`config.mk`:
```
export PLATFORM = sky130hd
export DESIGN_NAME = hth_ctrl
export DESIGN_NICKNAME = d
export VERILOG_FILES = /design/src/rtl/hth_pkg.sv /design/src/rtl/hth_ctrl.sv
export SDC_FILE = /design/constraint.sdc
export NUM_CORES = 1
export LEC_CHECK = 0
export ABC_AREA = 1
export BUFFER_PORTS_ARGS = -buffer_cell sky130_fd_sc_hd__buf_2
export CORE_AREA = 2 2 39 41
export CTS_BUF_LIST = sky130_fd_sc_hd__clkbuf_8
export DETAILED_ROUTE_END_ITERATION = 12
export DIE_AREA = 0 0 41 43
export SKIP_CTS_REPAIR_TIMING = 1
export SLEW_MARGIN = 10
export SYNTH_ARGS = -nofsm -noshare
export SYNTH_HDL_FRONTEND = slang
export SYNTH_SLANG_ARGS = --single-unit
export TNS_END_PERCENT = 20
```
`constraint.sdc`:
```
create_clock -name clk -period 1.4 [get_ports clk]
set_clock_uncertainty 0.15 [all_clocks]
set_input_delay 0.28 -clock clk [delete_from_list [all_inputs] [get_ports clk]]
set_output_delay 0.28 -clock clk [all_outputs]
set_load 0.02 [all_outputs]
```
`src/rtl/hth_pkg.sv`:
```
// hth_pkg: shared types, constants and codes of the heater thermostat
`default_nettype none

package hth_pkg;

    // sensor conversion
    localparam int ADC_BITS            = 10;
    localparam int SAMPLES_PER_READING = 3;
    localparam int MV_W                = 12;
    localparam int PROD_W              = ADC_BITS + MV_W;
    localparam logic [MV_W-1:0] FULL_SCALE_MV = 12'd3300;
    localparam logic [MV_W-1:0] OFFSET_MV     = 12'd500;

    // field and state widths
    localparam int TEMP_W  = 11;
    localparam int TOL_W   = 8;
    localparam int SUM_W   = 12;
    localparam int AVG_W   = 10;
    localparam int CNT_W   = 2;
    localparam int HOLD_W  = 16;
    localparam int CFG_IDX_W  = 3;
    localparam int CFG_DATA_W = 12;

    localparam logic [SUM_W-1:0]  SUM_MAX = {SUM_W{1'b1}};
    localparam logic [AVG_W-1:0]  AVG_MAX = {AVG_W{1'b1}};
    localparam logic [HOLD_W-1:0] HOLD_MAX = {HOLD_W{1'b1}};

    // floor(x / 3) == (x * RECIP3) >> RECIP3_SHIFT for every x below 2**SUM_W
    localparam logic [SUM_W-1:0] RECIP3       = 12'd2731;
    localparam int               RECIP3_SHIFT = 13;

    // item kinds
    localparam logic [1:0] KIND_SAMPLE   = 2'd0;
    localparam logic [1:0] KIND_TICK     = 2'd1;
    localparam logic [1:0] KIND_SETPOINT = 2'd2;

    // configuration register indexes
    localparam logic [CFG_IDX_W-1:0] REG_DEFAULT_SP = 3'd0;
    localparam logic [CFG_IDX_W-1:0] REG_TOLERANCE  = 3'd1;
    localparam logic [CFG_IDX_W-1:0] REG_TEMP_LIMIT = 3'd2;
    localparam logic [CFG_IDX_W-1:0] REG_MIN_MV     = 3'd3;
    localparam logic [CFG_IDX_W-1:0] REG_MAX_MV     = 3'd4;

    // configuration reset values
    localparam logic [TEMP_W-1:0] RST_DEFAULT_SP = 11'd0;
    localparam logic [TOL_W-1:0]  RST_TOLERANCE  = 8'd20;
    localparam logic [TEMP_W-1:0] RST_TEMP_LIMIT = 11'd1000;
    localparam logic [MV_W-1:0]   RST_MIN_MV     = 12'd200;
    localparam logic [MV_W-1:0]   RST_MAX_MV     = 12'd3000;

    typedef enum logic [2:0] {
        ST_COLLECT     = 3'd0,
        ST_DECISION    = 3'd1,
        ST_BAD_VOLT    = 3'd2,
        ST_RANGE_FAULT = 3'd3,
        ST_NO_VALID    = 3'd4
    } status_t;

    // controller to datapath
    typedef struct packed {
        logic capture;
        logic conv;
        logic sample;
        logic div;
        logic decide;
        logic misc;
        logic emit;
    } cmd_t;

    // datapath to controller
    typedef struct packed {
        logic in_is_sample;
        logic need_div;
    } sts_t;

endpackage

`default_nettype wire

```
`src/rtl/hth_ctrl.sv`:
```
// hth_ctrl: sequencing state machine and handshake control of the thermostat
`default_nettype none

module hth_ctrl
    import hth_pkg::*;
(
    input  wire logic clk,
    input  wire logic rst_n,
    input  wire logic in_valid,
    output logic      in_ready,
    output logic      out_valid,
    input  wire logic out_ready,
    input  wire sts_t sts,
    output cmd_t      cmd
);

    typedef enum logic [2:0] {
        S_IDLE,
        S_CONV,
        S_SAMPLE,
        S_DIV,
        S_DECIDE,
        S_MISC,
        S_EMIT
    } state_t;

    state_t state_reg, state_next;
    logic   ready_reg, ready_next;
    logic   out_valid_reg, out_valid_next;

    always_comb
    begin
        state_next     = state_reg;
        ready_next     = ready_reg;
        out_valid_next = out_valid_reg && !out_ready;
        cmd            = '0;
        unique case (state_reg)
            S_IDLE:
            begin
                if (in_valid)
                begin
                    cmd.capture = 1'b1;
                    ready_next  = 1'b0;
                    state_next  = sts.in_is_sample ? S_CONV : S_MISC;
                end
            end
            S_CONV:
            begin
                cmd.conv   = 1'b1;
                state_next = S_SAMPLE;
            end
            S_SAMPLE:
            begin
                cmd.sample = 1'b1;
                state_next = sts.need_div ? S_DIV : S_EMIT;
            end
            S_DIV:
            begin
                cmd.div    = 1'b1;
                state_next = S_DECIDE;
            end
            S_DECIDE:
            begin
                cmd.decide = 1'b1;
                state_next = S_EMIT;
            end
            S_MISC:
            begin
                cmd.misc   = 1'b1;
                state_next = S_EMIT;
            end
            S_EMIT:
            begin
                // result register is free or its transaction completes now
                if (!out_valid_reg || out_ready)
                begin
                    cmd.emit       = 1'b1;
                    out_valid_next = 1'b1;
                    ready_next     = 1'b1;
                    state_next     = S_IDLE;
                end
            end
            default:
            begin
                state_next = S_IDLE;
            end
        endcase
    end

    always_ff @(posedge clk or negedge rst_n)
    begin
        if (!rst_n)
        begin
            state_reg     <= S_IDLE;
            ready_reg     <= 1'b1;
            out_valid_reg <= 1'b0;
        end
        else
        begin
            state_reg     <= state_next;
            ready_reg     <= ready_next;
            out_valid_reg <= out_valid_next;
        end
    end

    assign in_ready  = ready_reg;
    assign out_valid = out_valid_reg;

    a_ready_idle: assert property (@(posedge clk) disable iff (!rst_n)
        ready_reg == (state_reg == S_IDLE))
        else $error("input ready out of step with idle state");

    a_emit_valid: assert property (@(posedge clk) disable iff (!rst_n)
        cmd.emit |=> out_valid_reg && ready_reg)
        else $error("emitted result not presented or input not reopened");

    a_div_decide: assert property (@(posedge clk) disable iff (!rst_n)
        cmd.div |=> state_reg == S_DECIDE)
        else $error("division not followed by decision");

endmodule

`default_nettype wire

```
=== Yosys cells after proc, flatten, opt, wreduce, memory -nomap -nowiden ===
Cells that the tools add are included.

* Equality and inequality tests: 8
* Multiplexer cells: 19
* Reductions and logical operators: 9

{| class="wikitable"
|+ Operator list
! cell !! count
|-
| $pmux W3 S6 || 1
|-
| $mux W1 || 13
|-
| $mux W3 || 4
|-
| $eq A3 B3 Y1 const B || 3
|-
| $eq A3 B2 Y1 const B || 2
|-
| $ne A2 B2 Y1 const B || 2
|-
| $eq A3 B1 Y1 const B || 1
|-
| $logic_not A3 Y1 || 1
|-
| $reduce_and A3 Y1 || 1
|-
| $logic_not A1 Y1 || 2
|-
| $pmux W1 S2 || 1
|-
| $reduce_and A2 Y1 || 1
|-
| $reduce_bool A2 Y1 || 1
|-
| $reduce_or A2 Y1 || 1
|-
| $logic_and A1 B1 Y1 || 1
|-
| $logic_or A1 B1 Y1 || 1
|}

* Flip-flop bits (word level): 5
* Output and inout bits: 9
* Word-level logic and storage cells: 39

=== Depth between registers and ports, before layout ===
* Depth after elaboration: 4
* Gate-level depth with buffers: 7

=== Worst setup path after synthesis ===
Ideal clock, no wire load.

* Kind: flip-flop to output port
* Start point: reg state_reg[2]
* End point: out cmd[6] (netlist bit)
* Arrival time: 940 ps
* Setup slack: 30 ps
* Cell stages (with the launch flop): 4
* Buffers on the path: 0
* Cell sequence: dfrtp_1 nor2_2 nand2_1 nor2_1

{| class="wikitable"
|+ RTL lines
! what !! RTL line !! text
|-
| start, declared || hth_ctrl.sv:27 || <nowiki>state_t state_reg, state_next;</nowiki>
|-
| start signal, assigned || hth_ctrl.sv:100 || <nowiki>state_reg <= state_next;</nowiki>
|-
| end, declared || hth_ctrl.sv:14 || <nowiki>output cmd_t cmd</nowiki>
|}

==> impl_table.tex <==
\begin{tabular}{lr}
\hline
Metric & Value \\
\hline
\multicolumn{2}{l}{\textbf{Power}} \\
Leakage dissipation & 0.288 nW \\
Tot Pwr & around 0.0012 W \\
Pint & 0.000677 W \\
Clock share of power & 0.213 \\
Worst IR Drop VDD & between 0.6 and 0.7 mV \\
Reg power frac & 0.268 \\
Logic gate share of total power & 0.519 \\
Power density relative to cell area & roughly 2500 nW/um2 \\
Net switching power of the design & 0.000537 W \\
Switching part of the total & 0.442 \\
\multicolumn{2}{l}{\textbf{Clocking}} \\
CTS tree & done \\
Clock latency of the later-clocked register in the worst-skew pair & 0.22 ns \\
Root buf cell & clkbuf\_8 \\
\# clock sinks & 5 \\
Clock-pin slew reported for the worst setup and hold paths after clock tree synthesis & 0.04 ns \\
Clock buffer count from CTS & 3 \\
Htree depth & 1 \\
Number of buffers between clock root and the deepest sink & 2 \\
\multicolumn{2}{l}{\textbf{Synth}} \\
Simple-Gate Fraction of Synth Area & 0.411 \\
Post-Syn Nets & 55 \\
Main combinational cell family by area after synthesis & simple AND/OR/NAND/NOR gates \\
Cell area after technology mapping & 302 um2 \\
Cell variety after synth & 9 \\
Most repeated cell in the gate-level netlist after synthesis & nand2\_1 \\
Number of enable flip-flop cells after synthesis & 0 \\
Number of synthesized register bits & 5 \\
Largest cells by area after synthesis & dfrtp\_1 (33\%), nand2\_1 (22\%), inv\_1 (14\%) \\
Post-synth top cells & nand2\_1 (18), inv\_1 (11), nor2\_1 (9) \\
Area share of fa/ha/maj cells after synthesis & 0 \\
Share of the synthesized area in the top cell type & 0.332 \\
Library cell with the largest summed area after synthesis & dfrtp\_1 \\
Sequential-to-total area share from yosys stat & 0.419 \\
Number of cells produced by synthesis & 49 \\
Async SR Flop Fraction & 1.00 \\
Yosys warning total & 0 \\
Most used flip-flop cell after synthesis & dfrtp\_1 \\
Average footprint of a synthesized cell & a little over 6 um2 \\
Post-synthesis mux area share & 0 \\
Area share of xor/xnor cells in the synthesized design & 0 \\
Compound-gate portion of the synthesized area & 0.0332 \\
\multicolumn{2}{l}{\textbf{Route}} \\
WL/cell & 8.33 um \\
Top routing layer used & met3 \\
DRC errors left & 0 \\
M1 wire length & a little over 300 um \\
Detail-routed via count per cell & between 4 and 5 \\
Count of routing violations after the opening detailed-route iteration & 8 \\
Length of the first detailed-routing pass in iterations & 3 \\
Final Routed Wirelength & 708 um \\
Overall via count from detail\_route & 343 \\
Met3 wire length & around 47 um \\
Antenna-violating nets left & 0 \\
Met2 wirelength from detailed routing & approximately 350 um \\
\multicolumn{2}{l}{\textbf{GRT}} \\
Initial antenna violation count & 0 \\
Gr usage total & 0.0766 \\
Global route overflow & 0 \\
Maximum number of pins on one net before global-route repair & 7 \\
Wire length of the first global-routing pass & 862 um \\
Vias in the first global route & 251 \\
\multicolumn{2}{l}{\textbf{Worst setup path}} \\
Worst setup slack for register-to-register paths & 0.13 ns \\
Arrival time at the worst endpoint & 1.13 ns \\
Critical path endpoint category & output port \\
Element type at the critical path start & flop \\
Crit Path Max Fanout & 6 \\
Crit path required time & 0.97 ns \\
Start-to-end type of the worst setup path & flop to output port \\
\multicolumn{2}{l}{\textbf{Cells and area}} \\
Layout cell share with drive strength beyond 1 & 0.406 \\
Post-route standard cell area excluding fillers & 489 um2 \\
Number of diodes & 0 \\
Total Nets Final & 76 \\
Layout-stage area growth over the synthesis result & 62.2\% \\
Count of filler cells inserted in the layout & 162 \\
Largest register FFs & 3 \\
\multicolumn{2}{l}{\textbf{Timing}} \\
Highest achievable clock rate & around 0.64 GHz \\
TNS Setup & -0.763 ns \\
Unrepaired setup endpoints after global routing & yes \\
Final-report setup violation count & 7 \\
Hold Violations, Final & 0 \\
Share of the cycle needed by the critical path after routing & 1.11 \\
Final critical delay including setup and external delays & 1.56 ns \\
Least-Margin Pin Slew & 0.184 ns \\
Max-slew violation count & 0 \\
Worst slew margin relative to its limit & 0.876 \\
Min setup slack post-route & -0.161 ns \\
\multicolumn{2}{l}{\textbf{Hold path}} \\
HP Class & primary input to flop \\
\multicolumn{2}{l}{\textbf{Place}} \\
Global placer's final weighted congestion & 0.694 \\
Dpl hpwl & 533 um \\
Placement Setup Slack & 0.0143 ns \\
Placed inst area & around 390 um2 \\
PortBufs & 14 \\
\multicolumn{2}{l}{\textbf{Floorplan}} \\
Initial core utilization & 0.218 \\
CORE AREA & 1380 um2 \\
Cell Rows & 14 \\
Horizontal die dimension & a little over 40 um \\
Overall die height & around 43 um \\
IO Pins & 15 \\
Area of the die & roughly 1800 um2 \\
\multicolumn{2}{l}{\textbf{Job}} \\
Number of maximum-capacitance constraint violations & 0 \\
\multicolumn{2}{l}{\textbf{Status}} \\
Run status & finished with violations \\
Violated checks & setup timing \\
\hline
\end{tabular}
path summary, 6_finish.rpt:
check                                  start  cells past startpoint      endpoint
worst max-delay path            state_reg[0]                      4        cmd[6]
worst min-delay path               out_ready                      4     out_valid
worst max register to register  state_reg[2]                      5  state_reg[1]
worst min register to register      in_ready                      2      in_ready
max in group asynchronous              rst_n                      2      in_ready
min in group asynchronous              rst_n                      2     out_valid
power by group through the flow:
stage / Sequential, W / Combinational, W / Clock, W
after floorplan: 0.000321 / 0.000358 / 0
after global placement: 0.000299 / 0.000530 / 0
after detailed placement: 0.000300 / 0.000531 / 0
after CTS: 0.000299 / 0.000533 / 0.000269
after global routing: 0.000334 / 0.000700 / 0.000278
final: 0.000325 / 0.000630 / 0.000259
worst max-delay path: stages (launching register included):
cell	delay, ns
dfrtp_2	0.45
nor2_4	0.17
nand2_2	0.06
nor2_1	0.09
buf_4	0.14
cell usage in the layout, fill, tap and decap left out, types with 2 or more instances in the layout:
master    instances
o21ai_0           2
buf_2             7
inv_1            10
nand2_1          17
nor2_1            8
clkbuf_8          3
nor2_2            2
buf_4             7
dfrtp_2           3
inv_2             2
cell families (layout without fill, tap and decap cells):
| kind of cell | after synthesis | after routing |
|---|---|---|
| and+or+nand+nor | 31 | 31 |
| DFF | 5 | 5 |
| AOI/OAI and AO/OA | 2 | 2 |
| buffers and inverters | 11 | 31 |
metal layers:
layer / up-vias / GRT usage
li1: 182 / -
met1: 151 / 0.0847
met2: 10 / 0.109
met3: 0 / 0.0471
met4: 0 / 0.0400
met5: - / 0
through the flow:
| stage | hold WS (ns) | instances | utilization |
|---|---|---|---|
| 2_1_floorplan | -0.166 | 49 | - |
| 3_3_place_gp | -0.0506 | 79 | 0.283 |
| 3_5_place_dp | -0.0491 | 79 | 0.283 |
| 4_1_cts | -0.287 | 83 | 0.316 |
| 5_1_grt | 0.241 | 85 | 0.354 |
| 6_report | 0.226 | 85 | 0.354 |
cell type report:
class	instances	area (um2)	area share
multi-input cells	33	144	0.294
flip-flops and latches	5	130	0.266
repair buffers	16	109	0.223
clock buffers	3	41.3	0.0844
inverters	11	41.3	0.0844
well taps	16	20.0	0.0409
clock inverters	1	3.75	0.00767
(Power assumes the default switching activity.)
