$ cat src/rtl/hth_pkg.sv
// hth_pkg: shared types, constants and codes of the heater thermostat
`default_nettype none

package hth_pkg;

    // sensor conversion
    localparam int ADC_BITS            = 10;
    localparam int SAMPLES_PER_READING = 3;
    localparam int MV_W                = 12;
    localparam int PROD_W              = ADC_BITS + MV_W;
    localparam logic [MV_W-1:0] FULL_SCALE_MV = 12'd3300;
    localparam logic [MV_W-1:0] OFFSET_MV     = 12'd500;

    // field and state widths
    localparam int TEMP_W  = 11;
    localparam int TOL_W   = 8;
    localparam int SUM_W   = 12;
    localparam int AVG_W   = 10;
    localparam int CNT_W   = 2;
    localparam int HOLD_W  = 16;
    localparam int CFG_IDX_W  = 3;
    localparam int CFG_DATA_W = 12;

    localparam logic [SUM_W-1:0]  SUM_MAX = {SUM_W{1'b1}};
    localparam logic [AVG_W-1:0]  AVG_MAX = {AVG_W{1'b1}};
    localparam logic [HOLD_W-1:0] HOLD_MAX = {HOLD_W{1'b1}};

    // floor(x / 3) == (x * RECIP3) >> RECIP3_SHIFT for every x below 2**SUM_W
    localparam logic [SUM_W-1:0] RECIP3       = 12'd2731;
    localparam int               RECIP3_SHIFT = 13;

    // item kinds
    localparam logic [1:0] KIND_SAMPLE   = 2'd0;
    localparam logic [1:0] KIND_TICK     = 2'd1;
    localparam logic [1:0] KIND_SETPOINT = 2'd2;

    // configuration register indexes
    localparam logic [CFG_IDX_W-1:0] REG_DEFAULT_SP = 3'd0;
    localparam logic [CFG_IDX_W-1:0] REG_TOLERANCE  = 3'd1;
    localparam logic [CFG_IDX_W-1:0] REG_TEMP_LIMIT = 3'd2;
    localparam logic [CFG_IDX_W-1:0] REG_MIN_MV     = 3'd3;
    localparam logic [CFG_IDX_W-1:0] REG_MAX_MV     = 3'd4;

    // configuration reset values
    localparam logic [TEMP_W-1:0] RST_DEFAULT_SP = 11'd0;
    localparam logic [TOL_W-1:0]  RST_TOLERANCE  = 8'd20;
    localparam logic [TEMP_W-1:0] RST_TEMP_LIMIT = 11'd1000;
    localparam logic [MV_W-1:0]   RST_MIN_MV     = 12'd200;
    localparam logic [MV_W-1:0]   RST_MAX_MV     = 12'd3000;

    typedef enum logic [2:0] {
        ST_COLLECT     = 3'd0,
        ST_DECISION    = 3'd1,
        ST_BAD_VOLT    = 3'd2,
        ST_RANGE_FAULT = 3'd3,
        ST_NO_VALID    = 3'd4
    } status_t;

    // controller to datapath
    typedef struct packed {
        logic capture;
        logic conv;
        logic sample;
        logic div;
        logic decide;
        logic misc;
        logic emit;
    } cmd_t;

    // datapath to controller
    typedef struct packed {
        logic in_is_sample;
        logic need_div;
    } sts_t;

endpackage

`default_nettype wire

$ cat src/rtl/hth_dp.sv
// hth_dp: configuration registers, sample averaging, hysteresis and override timer
`default_nettype none

module hth_dp
    import hth_pkg::*;
(
    input  wire logic                  clk,
    input  wire logic                  rst_n,
    // configuration writes
    input  wire logic                  cfg_we,
    input  wire logic [CFG_IDX_W-1:0]  cfg_index,
    input  wire logic [CFG_DATA_W-1:0] cfg_data,
    // input item payload
    input  wire logic [1:0]            kind,
    input  wire logic [ADC_BITS-1:0]   adc_code,
    input  wire logic [TEMP_W-1:0]     new_setpoint,
    input  wire logic [HOLD_W-1:0]     hold_seconds,
    // control
    input  wire cmd_t                  cmd,
    output sts_t                       sts,
    // result payload
    output logic                       heater_on,
    output logic [AVG_W-1:0]           average_temp,
    output logic [2:0]                 status,
    output logic                       group_done,
    output logic [TEMP_W-1:0]          setpoint_now,
    output logic                       override_active
);

    // configuration
    logic [TEMP_W-1:0] default_sp_reg;
    logic [TOL_W-1:0]  tolerance_reg;
    logic [TEMP_W-1:0] temp_limit_reg;
    logic [MV_W-1:0]   min_mv_reg;
    logic [MV_W-1:0]   max_mv_reg;

    // captured item
    logic [1:0]          kind_reg;
    logic [ADC_BITS-1:0] code_reg;
    logic [TEMP_W-1:0]   new_sp_reg;
    logic [HOLD_W-1:0]   hold_reg;

    // thermostat state
    logic              heater_reg;
    logic [CNT_W-1:0]  attempt_count_reg;
    logic [CNT_W-1:0]  valid_count_reg;
    logic [SUM_W-1:0]  temp_sum_reg;
    logic [AVG_W-1:0]  last_average_reg;
    logic [TEMP_W-1:0] setpoint_reg;
    logic [HOLD_W-1:0] override_len_reg;
    logic [HOLD_W-1:0] elapsed_reg;

    // per-item working registers
    logic [MV_W-1:0]   mv_reg;
    logic [SUM_W-1:0]  div_num_reg;
    logic [CNT_W-1:0]  div_cnt_reg;
    logic [SUM_W-1:0]  quot_reg;
    status_t           status_reg;
    logic              done_reg;

    // result register
    logic              res_heater_reg;
    logic [AVG_W-1:0]  res_average_reg;
    status_t           res_status_reg;
    logic              res_done_reg;
    logic [TEMP_W-1:0] res_setpoint_reg;
    logic              res_override_reg;

    // conversion
    logic [PROD_W-1:0] mv_prod;

    // sample classification
    logic              bad_volt;
    logic              range_fault;
    logic [MV_W-1:0]   temp_val;
    logic [SUM_W:0]    sum_add;
    logic [SUM_W-1:0]  sum_new;
    logic [CNT_W-1:0]  attempt_new;
    logic [CNT_W-1:0]  valid_new;
    logic              group_end;

    // division and decision
    logic [2*SUM_W-1:0] recip_prod;
    logic [SUM_W:0]     avg_plus_tol;
    logic [SUM_W:0]     sp_plus_tol;

    // timer
    logic [HOLD_W-1:0] elapsed_inc;

    assign mv_prod = PROD_W'(code_reg) * PROD_W'(FULL_SCALE_MV);

    always_comb
    begin
        bad_volt    = (mv_reg < min_mv_reg) || (mv_reg > max_mv_reg);
        temp_val    = mv_reg - OFFSET_MV;
        range_fault = (mv_reg < OFFSET_MV) || (temp_val > MV_W'(temp_limit_reg));
        sum_add     = {1'b0, temp_sum_reg} + {1'b0, temp_val};
        sum_new     = sum_add[SUM_W] ? SUM_MAX : sum_add[SUM_W-1:0];
        attempt_new = attempt_count_reg + 1'b1;
        valid_new   = (bad_volt || range_fault) ? valid_count_reg : valid_count_reg + 1'b1;
        group_end   = (!bad_volt && range_fault) ? 1'b0
                    : (32'(attempt_new) >= SAMPLES_PER_READING);
    end

    assign sts.in_is_sample = (kind == KIND_SAMPLE);
    assign sts.need_div     = group_end && (valid_new != '0);

    assign recip_prod   = (2*SUM_W)'(div_num_reg) * (2*SUM_W)'(RECIP3);
    assign avg_plus_tol = {1'b0, quot_reg} + (SUM_W+1)'(tolerance_reg);
    assign sp_plus_tol  = (SUM_W+1)'(setpoint_reg) + (SUM_W+1)'(tolerance_reg);
    assign elapsed_inc  = (elapsed_reg != HOLD_MAX) ? elapsed_reg + 1'b1 : elapsed_reg;

    // configuration registers
    always_ff @(posedge clk or negedge rst_n)
    begin
        if (!rst_n)
        begin
            default_sp_reg <= RST_DEFAULT_SP;
            tolerance_reg  <= RST_TOLERANCE;
            temp_limit_reg <= RST_TEMP_LIMIT;
            min_mv_reg     <= RST_MIN_MV;
            max_mv_reg     <= RST_MAX_MV;
        end
        else if (cfg_we)
        begin
            unique case (cfg_index)
                REG_DEFAULT_SP: default_sp_reg <= cfg_data[TEMP_W-1:0];
                REG_TOLERANCE:  tolerance_reg  <= cfg_data[TOL_W-1:0];
                REG_TEMP_LIMIT: temp_limit_reg <= cfg_data[TEMP_W-1:0];
                REG_MIN_MV:     min_mv_reg     <= cfg_data[MV_W-1:0];
                REG_MAX_MV:     max_mv_reg     <= cfg_data[MV_W-1:0];
                default:        ;
            endcase
        end
    end

    // thermostat state
    always_ff @(posedge clk or negedge rst_n)
    begin
        if (!rst_n)
        begin
            heater_reg        <= 1'b0;
            attempt_count_reg <= '0;
            valid_count_reg   <= '0;
            temp_sum_reg      <= '0;
            last_average_reg  <= '0;
            setpoint_reg      <= RST_DEFAULT_SP;
            override_len_reg  <= '0;
            elapsed_reg       <= '0;
            status_reg        <= ST_COLLECT;
            done_reg          <= 1'b0;
        end
        else
        begin
            if (cmd.capture)
            begin
                status_reg <= ST_COLLECT;
                done_reg   <= 1'b0;
            end

            if (cmd.sample)
            begin
                if (bad_volt)
                begin
                    // a group end reports the group result instead
                    if (!group_end)
                    begin
                        status_reg <= ST_BAD_VOLT;
                    end
                end
                else if (range_fault)
                begin
                    heater_reg <= 1'b0;
                    status_reg <= ST_RANGE_FAULT;
                    done_reg   <= 1'b1;
                end

                if (range_fault && !bad_volt)
                begin
                    attempt_count_reg <= '0;
                    valid_count_reg   <= '0;
                    temp_sum_reg      <= '0;
                end
                else if (group_end)
                begin
                    done_reg          <= 1'b1;
                    attempt_count_reg <= '0;
                    valid_count_reg   <= '0;
                    temp_sum_reg      <= '0;
                    if (valid_new == '0)
                    begin
                        heater_reg <= 1'b0;
                        status_reg <= ST_NO_VALID;
                    end
                    else
                    begin
                        status_reg <= ST_DECISION;
                    end
                end
                else
                begin
                    attempt_count_reg <= attempt_new;
                    valid_count_reg   <= valid_new;
                    if (!bad_volt)
                    begin
                        temp_sum_reg <= sum_new;
                    end
                end
            end

            if (cmd.decide)
            begin
                last_average_reg <= (quot_reg > SUM_W'(AVG_MAX)) ? AVG_MAX
                                                                 : quot_reg[AVG_W-1:0];
                // hysteresis: on below the band if the setpoint is under the limit, off above it, hold inside
                if (avg_plus_tol < (SUM_W+1)'(setpoint_reg))
                begin
                    if (setpoint_reg < temp_limit_reg)
                    begin
                        heater_reg <= 1'b1;
                    end
                end
                else if ({1'b0, quot_reg} > sp_plus_tol)
                begin
                    heater_reg <= 1'b0;
                end
            end

            if (cmd.misc)
            begin
                case (kind_reg)
                    KIND_TICK:
                    begin
                        if (override_len_reg != '0)
                        begin
                            if (elapsed_inc >= override_len_reg)
                            begin
                                setpoint_reg     <= default_sp_reg;
                                override_len_reg <= '0;
                                elapsed_reg      <= '0;
                            end
                            else
                            begin
                                elapsed_reg <= elapsed_inc;
                            end
                        end
                    end
                    KIND_SETPOINT:
                    begin
                        setpoint_reg     <= new_sp_reg;
                        override_len_reg <= hold_reg;
                        elapsed_reg      <= '0;
                    end
                    default:
                    begin
                    end
                endcase
            end
        end
    end

    // payload registers
    always_ff @(posedge clk)
    begin
        if (cmd.capture)
        begin
            kind_reg   <= kind;
            code_reg   <= adc_code;
            new_sp_reg <= new_setpoint;
            hold_reg   <= hold_seconds;
        end
        if (cmd.conv)
        begin
            mv_reg <= mv_prod[PROD_W-1:ADC_BITS];
        end
        if (cmd.sample)
        begin
            div_num_reg <= bad_volt ? temp_sum_reg : sum_new;
            div_cnt_reg <= valid_new;
        end
        if (cmd.div)
        begin
            case (div_cnt_reg)
                2'd1:    quot_reg <= div_num_reg;
                2'd2:    quot_reg <= div_num_reg >> 1;
                default: quot_reg <= SUM_W'(recip_prod >> RECIP3_SHIFT);
            endcase
        end
        if (cmd.emit)
        begin
            res_heater_reg   <= heater_reg;
            res_average_reg  <= last_average_reg;
            res_status_reg   <= status_reg;
            res_done_reg     <= done_reg;
            res_setpoint_reg <= setpoint_reg;
            res_override_reg <= (override_len_reg != '0);
        end
    end

    assign heater_on       = res_heater_reg;
    assign average_temp    = res_average_reg;
    assign status          = res_status_reg;
    assign group_done      = res_done_reg;
    assign setpoint_now    = res_setpoint_reg;
    assign override_active = res_override_reg;

    a_valid_le_attempt: assert property (@(posedge clk) disable iff (!rst_n)
        valid_count_reg <= attempt_count_reg)
        else $error("more valid samples than attempts in group");

    a_sum_empty: assert property (@(posedge clk) disable iff (!rst_n)
        valid_count_reg == '0 |-> temp_sum_reg == '0)
        else $error("nonzero sum with no valid samples");

    a_timer_idle: assert property (@(posedge clk) disable iff (!rst_n)
        override_len_reg == '0 |-> elapsed_reg == '0)
        else $error("override timer running without an override");

endmodule

`default_nettype wire

$ cat config.mk
export PLATFORM = sky130hd
export DESIGN_NAME = hth_dp
export DESIGN_NICKNAME = d
export VERILOG_FILES = /design/src/rtl/hth_pkg.sv /design/src/rtl/hth_dp.sv
export SDC_FILE = /design/constraint.sdc
export NUM_CORES = 1
export LEC_CHECK = 0
export ABC_AREA = 1
export BUFFER_PORTS_ARGS = -buffer_cell sky130_fd_sc_hd__buf_2
export CORE_ASPECT_RATIO = 1.2
export CORE_MARGIN = 5
export CORE_UTILIZATION = 55
export CTS_CLUSTER_SIZE = 28
export DETAILED_ROUTE_END_ITERATION = 8
export PLACE_DENSITY_LB_ADDON = 0.25
export SYNTH_ARGS = -nofsm -noshare
export SYNTH_HDL_FRONTEND = slang
export SYNTH_SLANG_ARGS = --single-unit
export TNS_END_PERCENT = 30
$ cat constraint.sdc
create_clock -name clk -period 4.91 [get_ports clk]
set_clock_uncertainty 0.2 [all_clocks]
set_input_delay 0.982 -clock clk [delete_from_list [all_inputs] [get_ports clk]]
set_output_delay 0.982 -clock clk [all_outputs]
set_load 0.05 [all_outputs]
# Yosys cells after proc, flatten, opt, wreduce, memory -nomap -nowiden
# Cells that the tools add are included.
# Widths: inputs -> output; s select.
word_totals:
  regBits: 232
  inputBits: 64
  wordCells: 124
classes:
  addsub: 7
  n_mul: 2
  order_cmp: 10
  eq_ne: 11
  mux: 46
  n_reduce_logical: 19
ops:
  columns: ["operator", "count"]
  rows:
  - ["$mux 16", 5]
  - ["$pmux 16 s2", 2]
  - ["$mux 12", 4]
  - ["$gt 12x12->1", 2]
  - ["$mul 12x12->24 const B", 1]
  - ["$mux 3", 8]
  - ["$pmux 12 s2", 1]
  - ["$mux 11", 2]
  - ["$pmux 11 s2", 1]
  - ["$mul 10x10->20 const B", 1]
  - ["$mux 1", 17]
  - ["$add 16x1->16 const B", 1]
  - ["$ge 16x16->1", 1]
  - ["$ne 16x16->1 const B", 1]
  - ["$reduce_bool 16->1", 1]
  - ["$add 12x12->13", 1]
  - ["$add 12x8->13", 1]
  - ["$lt 13x11->1", 1]
  - ["$add 11x8->12", 1]
  - ["$gt 12x10->1 const B", 1]
  - ["$gt 12x11->1", 1]
  - ["$lt 12x12->1", 1]
  - ["$lt 12x9->1 const B", 1]
  - ["$sub 12x9->12 const B", 1]
  - ["other kinds (20)", 38]

# Logic depth before layout (Yosys ltp)
# Gate-level depths: netlist of the first run.
depth:
  word_depth: 13
  depth_mapped: 24

# Least setup slack after synthesis of the first run
# OpenSTA, ideal clock, no wires.
synth_path:
  path_kind: "flip-flop to flip-flop"
  startpoint: "register div_num_reg[4]"
  endpoint: "register quot_reg[9], data pin"
  setup_ns: 0.254
  arrival_time_ns: 4.417
  t_required_ns: 4.456
  slack_ns: 0.039
  stages_incl_launch_ff: 21
  path_cell_list: "edfxtp_1 ha_1 fa_1 inv_1 fa_1 inv_1 fa_1 inv_1 fa_1 inv_1 ha_1 a21oi_1 o21a_1 nand2_1 a31o_2 nand4_1 nand2_1 a21oi_1 o21ai_0 a21oi_1 nor2_1"
synth_via:
  elab_chain_cells: 2
synth_rtl:
  columns: ["item", "line_no", "rtl"]
  rows:
  - ["start, declared", "hth_dp.sv:55", "logic [SUM_W-1:0] div_num_reg;"]
  - ["start signal, assigned", "hth_dp.sv:278", "div_num_reg <= bad_volt ? temp_sum_reg : sum_new;"]
  - ["$mul 12x12->24", "hth_dp.sv:108", "assign recip_prod = (2*SUM_W)'(div_num_reg) * (2*SUM_W)'(RECIP3);"]
  - ["$pmux 12 s2", "hth_dp.sv:283", "case (div_cnt_reg)"]
  - ["end signal, assigned", "hth_dp.sv:284", "2'd1: quot_reg <= div_num_reg;"]
  - ["end signal, assigned", "hth_dp.sv:285", "2'd2: quot_reg <= div_num_reg >> 1;"]
  - ["end signal, assigned", "hth_dp.sv:286", "default: quot_reg <= SUM_W'(recip_prod >> RECIP3_SHIFT);"]
  - ["end, declared", "hth_dp.sv:57", "logic [SUM_W-1:0] quot_reg;"]
# No other way between the ends.
# A chain may end at the register's enable or synchronous reset.

# Worst setup path in the final report of the first run
layout_path:
  startpoint: "register div_num_reg[5]"
  endpoint: "register quot_reg[4], data pin"
layout_via:
  elab_chain_cells: 2
layout_rtl:
  columns: ["item", "line_no"]
  rows:
  - ["$mul 12x12->24", "hth_dp.sv:108"]
  - ["$pmux 12 s2 (*)", "hth_dp.sv:283"]
# Mark *: on every way between the ends. The rest lies on a longest branch, timed or not.

==> impl_metrics.env, run 1 <==
export IMPL_status="finished, final reports clean"
export IMPL_worstSetupEndpointType="flop"
export IMPL_slowest_stage="fa_1"
export IMPL_synthFlopType="dfrtp_1"
export IMPL_n_fill_cell=2576
export IMPL_cts_buffers=26
export IMPL_tightest_slew_ns=0.935
export IMPL_n_antenna_cell=0
export IMPL_die_area_mm2=0.0344
export IMPL_port_buffers=92
export IMPL_crit_required_ns=5.00
export IMPL_synth_compound_area_frac=0.111
export IMPL_grt_use_total=0.220
export IMPL_fp_dieW_um=170
export IMPL_vias=12600
export IMPL_start_kind="flop"
export IMPL_core_mm2=0.0305
export IMPL_final_cells=2345
export IMPL_die_h_um=202
export IMPL_cts_clk_slew_worst_paths_ns=0.07
export IMPL_synth_adder_area_share=0.267
export IMPL_rsz0062_at_grt="yes"
export IMPL_synth_seq_cells=232
export IMPL_async_flop_share=0.552
export IMPL_path_cells="ha_1 -> ha_1 -> inv_1 -> fa_1 -> fa_1 -> inv_1 -> fa_1 -> ha_1 -> a21o_1 -> o21ba_2 -> inv_1 -> a21oi_2 -> o21bai_1 -> or2_2 -> a21oi_1 -> a21oi_1"
export IMPL_finalCriticalPeriod_ns=4.80
export IMPL_grt_pass1_wl_um=62700
export IMPL_syn_area_mm2=0.0169
export IMPL_grt_max_degree=78
export IMPL_finalSetupViolCount=0
export IMPL_ant_nets=0
export IMPL_syn_area_per_cell_um2=9.38
export IMPL_synthCells=1806
export IMPL_cts_sinks=232
export IMPL_gp_congestion=0.953
export IMPL_layout_setup_ws_ns=0.108
export IMPL_wirelength_um=37500
export IMPL_dr_pass1_iters=7
export IMPL_clockBufferDepth=3
export IMPL_slew_violations=0
export IMPL_finalHoldViolations=0
export IMPL_place_inst=2291
export IMPL_cts_tree="built"
export IMPL_fin_nets=2316
export IMPL_period_share=0.978
export IMPL_synth_commonest_cells="344 x inv_1, 258 x ha_1, 256 x nand2_1, 133 x o21ai_0, 110 x dfrtp_1"
export IMPL_hold_path_class="input pin to async pin"
export IMPL_remaining_drc_errors=0
export IMPL_grt_overflow=0
export IMPL_max_freq_ghz=0.208
export IMPL_grt_pass1_vias=13100
export IMPL_arrival_ns=4.89
export IMPL_initial_core_util=0.556
export IMPL_crit_type="flop to flop"
export IMPL_wire_per_inst_um=16.0
export IMPL_cpPeakStageDelay_ns=0.55
export IMPL_dp_slack_ns=-0.0796
export IMPL_synth_nets=2193
export IMPL_synth_top_area_share=0.191
export IMPL_yosysWarnings=0
export IMPL_row_count=70
export IMPL_worstSkewPairLatency_ns=0.55
export IMPL_root_buffer="clkbuf_16"
export IMPL_yosys_area_share_simple=0.121
export IMPL_synth_top_family_by_area="adder cells"
export IMPL_area_growth_pct=12.1
export IMPL_layout_drive_gt1_share=0.125
export IMPL_ys_seq_area_frac=0.375
export IMPL_regArea_mm2=0.00635
export IMPL_slew_headroom=0.377
export IMPL_maxCapViolations=0
export IMPL_antenna_found_initial=1
export IMPL_cts_htree_levels=1
export IMPL_synth_xor_area_frac=0.0335
export IMPL_viasPerCell=5.39
export IMPL_io_pins=93
export IMPL_synth_cell_type_count=57
export IMPL_synth_most_common_cell="inv_1"
export IMPL_multi_input_area_mm2=0.00930
export IMPL_utilization=0.623
export IMPL_rr_worst_depth=16
export IMPL_drt_iter0_drc=748
export IMPL_cp_max_fo=5
export IMPL_yosys_area_top_type="ha_1"
export IMPL_synth_area_leaders="ha_1 19%, edfxtp_1 18%, dfrtp_1 16%"
export IMPL_place_hpwl_um=30000
export IMPL_synth_edf_count=104
export IMPL_hold_ws_ns=0.236
export IMPL_synth_mux_area_frac=0.00709
## stage by stage
step,TNS (ns),cell area [µm²]
after floorplan,0,16900
after global placement,-0.0259,18000
after detailed placement,-0.142,18000
after CTS,-0.0119,18800
after global routing,-0.154,19000
final,0,19000
## logic make-up (layout without fill, tap and decap cells)
group / count (synthesis) / count (layout)
compound gates: 331 / 331
xor+xnor: 64 / 64
fa+ha+maj: 323 / 323
buf+inv: 379 / 522
flops: 232 / 232
mux: 12 / 12
simple gates: 465 / 465
## final timing paths
check	to	start	slack (ns)
min reg2reg	average_temp[7]$_DFFE_PP_	last_average_reg[7]$_DFFE_PN0P_	0.24
max	quot_reg[4]$_DFFE_PP_	div_num_reg[5]$_DFFE_PP_	0.11
max reg2reg	quot_reg[4]$_DFFE_PP_	div_num_reg[5]$_DFFE_PP_	0.11
min in group clk	average_temp[7]$_DFFE_PP_	last_average_reg[7]$_DFFE_PN0P_	0.24
min	temp_sum_reg[2]$_DFFE_PN0P_	rst_n	0.24
max in group asynchronous	min_mv_reg[3]$_DFFE_PN1P_	rst_n	3.23
## metal layers
metal	part of all wire	up-vias	global-route usage	wire length, µm
li1	-	6281	-	-
met1	0.40	5981	0.266	15100
met2	0.52	290	0.405	19400
met3	0.046	91	0.0270	1720
met4	0.036	2	0.0702	1350
met5	0.00019	-	0	7
## cell type report
| cell class | instances | share of cell area |
|---|---|---|
| multi-input cells | 1195 | 0.490 |
| inverters | 351 | 0.0694 |
| flip-flops and latches | 232 | 0.334 |
| clock buffers | 33 | 0.0362 |
| repair buffers | 123 | 0.0374 |
| clock inverters | 15 | 0.00666 |
| well taps | 396 | 0.0261 |
## worst max-delay path: cells and delay by family, from the launching register on
| family | cells | cell delay [ns] |
|---|---|---|
| adders and majority gates | 6 | 2.50 |
| AOI/OAI and AO/OA | 6 | 0.89 |
| DFF | 1 | 0.49 |
| and+or+nand+nor | 1 | 0.29 |
| buffers and inverters | 3 | 0.18 |
## what timing repair did
action / CTS / global route
setup buffers: 0 / 7
hold buffers: 0 / 0
resized for setup: 7 / 30
pin swaps: 1 / 18
endpoints found under the setup margin: 3 / 13
hold endpoints to repair: 0 / 0
## cell usage in the layout (no fill, tap or decap), types with 6 or more instances in the layout
master / Yosys / final
inv_1: 344 / 340
nand2_1: 256 / 255
ha_1: 258 / 252
o21ai_0: 133 / 127
dfrtp_1: 110 / 110
edfxtp_1: 104 / 104
a21oi_1: 101 / 92
buf_2: 6 / 90
nand3_1: 73 / 73
nor2_1: 67 / 66
fa_1: 65 / 65
xor2_1: 48 / 48
buf_4: 1 / 30
clkbuf_16: 0 / 26
a31oi_1: 22 / 22
nand4_1: 19 / 19
nor3_1: 18 / 18
dfstp_2: 18 / 18
xnor2_1: 15 / 15
o21ai_1: 8 / 13
o22ai_1: 13 / 13
mux2i_1: 12 / 12
inv_2: 7 / 11
o21ai_2: 8 / 9
a21oi_2: 2 / 9
o21bai_1: 8 / 8
a21o_1: 7 / 7
nor4_1: 6 / 6
ha_4: 0 / 6
clkbuf_1: 16 / 6
Power of run 1 is not shown: default switching activity piles up to over one toggle a cycle in this logic, so the estimate is an artifact.
==> run 2, diff against run 1 <==
==> constraint.sdc (replaced) <==
create_clock -name clk -period 4.91 [get_ports clk]
set_clock_uncertainty 0.2 [all_clocks]
set_input_delay 0.491 -clock clk [delete_from_list [all_inputs] [get_ports clk]]
set_output_delay 0.491 -clock clk [all_outputs]
set_load 0.05 [all_outputs]
==> run 2 against run 1 <==
Net effect: wire length grew 1.8%; sequential share of layout area shrank 0.67 points; non-clock buffer count grew 36; register-to-register slack gained 0.04 ns; die area is the same; first-iteration DRC count shrank 4.8%; global-route usage grew 0.32 points; setup slack gained 0.042 ns; maximum frequency grew 0.88%; critical path type unchanged.
==> impl_metrics.env, run 2 (synthesis gave the netlist of run 1 again) <==
export IMPL_ant_nets=0
export IMPL_tightest_slew_ns=0.950
export IMPL_fin_nets=2352
export IMPL_cp_common_cell="fa_1"
export IMPL_path_cells="ha_4 -> fa_1 -> inv_1 -> fa_1 -> inv_1 -> fa_1 -> inv_1 -> fa_1 -> inv_2 -> ha_4 -> a21oi_2 -> o21a_1 -> nand2_1 -> a31o_4 -> nand4_1 -> nand2_2 -> a21oi_2 -> o21ai_2 -> a21oi_2 -> nor2_1"
export IMPL_vias=12800
export IMPL_initial_core_util=0.556
export IMPL_viasPerCell=5.38
export IMPL_final_cells=2381
export IMPL_period_share=0.970
export IMPL_drt_iter0_drc=712
export IMPL_maxCapViolations=0
export IMPL_cts_tree="built"
export IMPL_core_mm2=0.0305
export IMPL_cts_clk_slew_worst_paths_ns=0.06
export IMPL_finalCriticalPeriod_ns=4.76
export IMPL_dr_pass1_iters=6
export IMPL_io_pins=93
export IMPL_gp_congestion=0.915
export IMPL_start_kind="flop"
export IMPL_rsz0062_at_grt="yes"
export IMPL_fin_setup_tns_ns=0
export IMPL_wire_per_inst_um=16.1
export IMPL_finalSetupViolCount=0
export IMPL_cts_sinks=232
export IMPL_grt_max_degree=91
export IMPL_final_common_cell="inv_1"
export IMPL_max_freq_ghz=0.210
export IMPL_place_inst=2289
export IMPL_cts_buffers=26
export IMPL_n_antenna_cell=0
export IMPL_status="finished, final reports clean"
export IMPL_layout_common_cells="343 x inv_1, 254 x nand2_1, 251 x ha_1, 127 x o21ai_0, 110 x dfrtp_1"
export IMPL_grt_pass1_vias=13100
export IMPL_row_count=70
export IMPL_die_area_mm2=0.0344
export IMPL_grt_overflow=0
export IMPL_grt_pass1_wl_um=63400
export IMPL_cp_max_fo=3
export IMPL_hold_path_class="input pin to flop"
export IMPL_crit_required_ns=4.99
export IMPL_cpPeakStageDelay_ns=0.52
export IMPL_port_buffers=92
export IMPL_remaining_drc_errors=0
export IMPL_slew_headroom=0.367
export IMPL_path_delay_family="adder cells"
export IMPL_wirelength_um=38200
export IMPL_root_buffer="clkbuf_16"
export IMPL_worstSkewPairLatency_ns=0.53
export IMPL_die_h_um=202
export IMPL_layout_drive_gt1_share=0.121
export IMPL_area_growth_pct=14.4
export IMPL_crit_type="flop to flop"
export IMPL_cts_htree_levels=1
export IMPL_antenna_found_initial=1
export IMPL_fp_dieW_um=170
export IMPL_slew_violations=0
export IMPL_n_fill_cell=2477
export IMPL_dp_slack_ns=-0.125
export IMPL_slowest_stage="fa_1"
export IMPL_grt_use_total=0.224
export IMPL_worstSetupEndpointType="flop"
export IMPL_place_hpwl_um=30100
export IMPL_layout_setup_ws_ns=0.150
export IMPL_arrival_ns=4.84
export IMPL_finalHoldViolations=0
export IMPL_clockBufferDepth=3
export IMPL_critPathBufInv=4
-- run 2: cell types whose count changed in the layout (fill, tap and decap cells not counted), sizes merged --
cell,delta
dlygate4sd3,+40
clkbuf,+7
clkinv,-6
buf,-4
clkinvlp,-1
-- run 2: tightest hold or removal path, stage by stage --
cell and delay, ns:
buf_2 0.09, inv_1 0.08, o21ai_0 0.10
-- run 2: per-layer routing --
layer / up-vias / GRT usage / wire (µm) / part of all wire
li1: 6361 / - / - / -
met5: - / 0 / 7 / 0.00018
met1: 6080 / 0.268 / 15400 / 0.40
met2: 285 / 0.413 / 19800 / 0.52
met4: 2 / 0.0765 / 1640 / 0.043
met3: 93 / 0.0246 / 1350 / 0.035
-- run 2: cell type report --
type                       count  area (µm²)  share of cell area
multi-input combinational   1195        9280               0.479
sequential                   232        6350               0.328
inverter                     351        1320              0.0680
timing repair buffer         159        1070              0.0552
clock buffer                  40         786              0.0405
tap                          396         495              0.0256
clock inverter                 8        77.6             0.00400
-- run 2: final timing paths --
| check | from | endpoint | slack [ns] | cells after the start |
|---|---|---|---|---|
| max | div_num_reg[4]$_DFFE_PP_ | quot_reg[9]$_DFFE_PP_ | 0.15 | 20 |
| min | cfg_data[11] | max_mv_reg[11]$_DFFE_PN1P_ | 0.05 | 3 |
| max reg2reg | div_num_reg[4]$_DFFE_PP_ | quot_reg[9]$_DFFE_PP_ | 0.15 | 20 |
| min reg2reg | last_average_reg[8]$_DFFE_PN0P_ | average_temp[8]$_DFFE_PP_ | 0.25 | 0 |
| max in group asynchronous | rst_n | temp_limit_reg[7]$_DFFE_PN1P_ | 2.98 | 3 |
| min in group asynchronous | rst_n | temp_sum_reg[0]$_DFFE_PN0P_ | 0.40 | 2 |
-- run 2: repair_timing --
| item | in CTS | in global routing |
|---|---|---|
| endpoints found under the setup margin | 3 | 14 |
| pin swaps | 0 | 10 |
| setup buffers | 0 | 4 |
| resized for setup | 4 | 26 |
| endpoints found under the hold margin | 116 | 0 |
| hold buffers | 40 | 0 |
-- run 2: metrics by stage --
stage | util | hold WS (ns) | instance area (µm²)
floorplan | - | -0.00459 | 16900
global placement | 0.589 | 0.232 | 17900
detailed placement | 0.589 | 0.237 | 17900
CTS | 0.631 | 0.0399 | 19200
global route | 0.636 | 0.0946 | 19400
finish | 0.636 | 0.0500 | 19400
Power of run 2 is left out for the same reason.
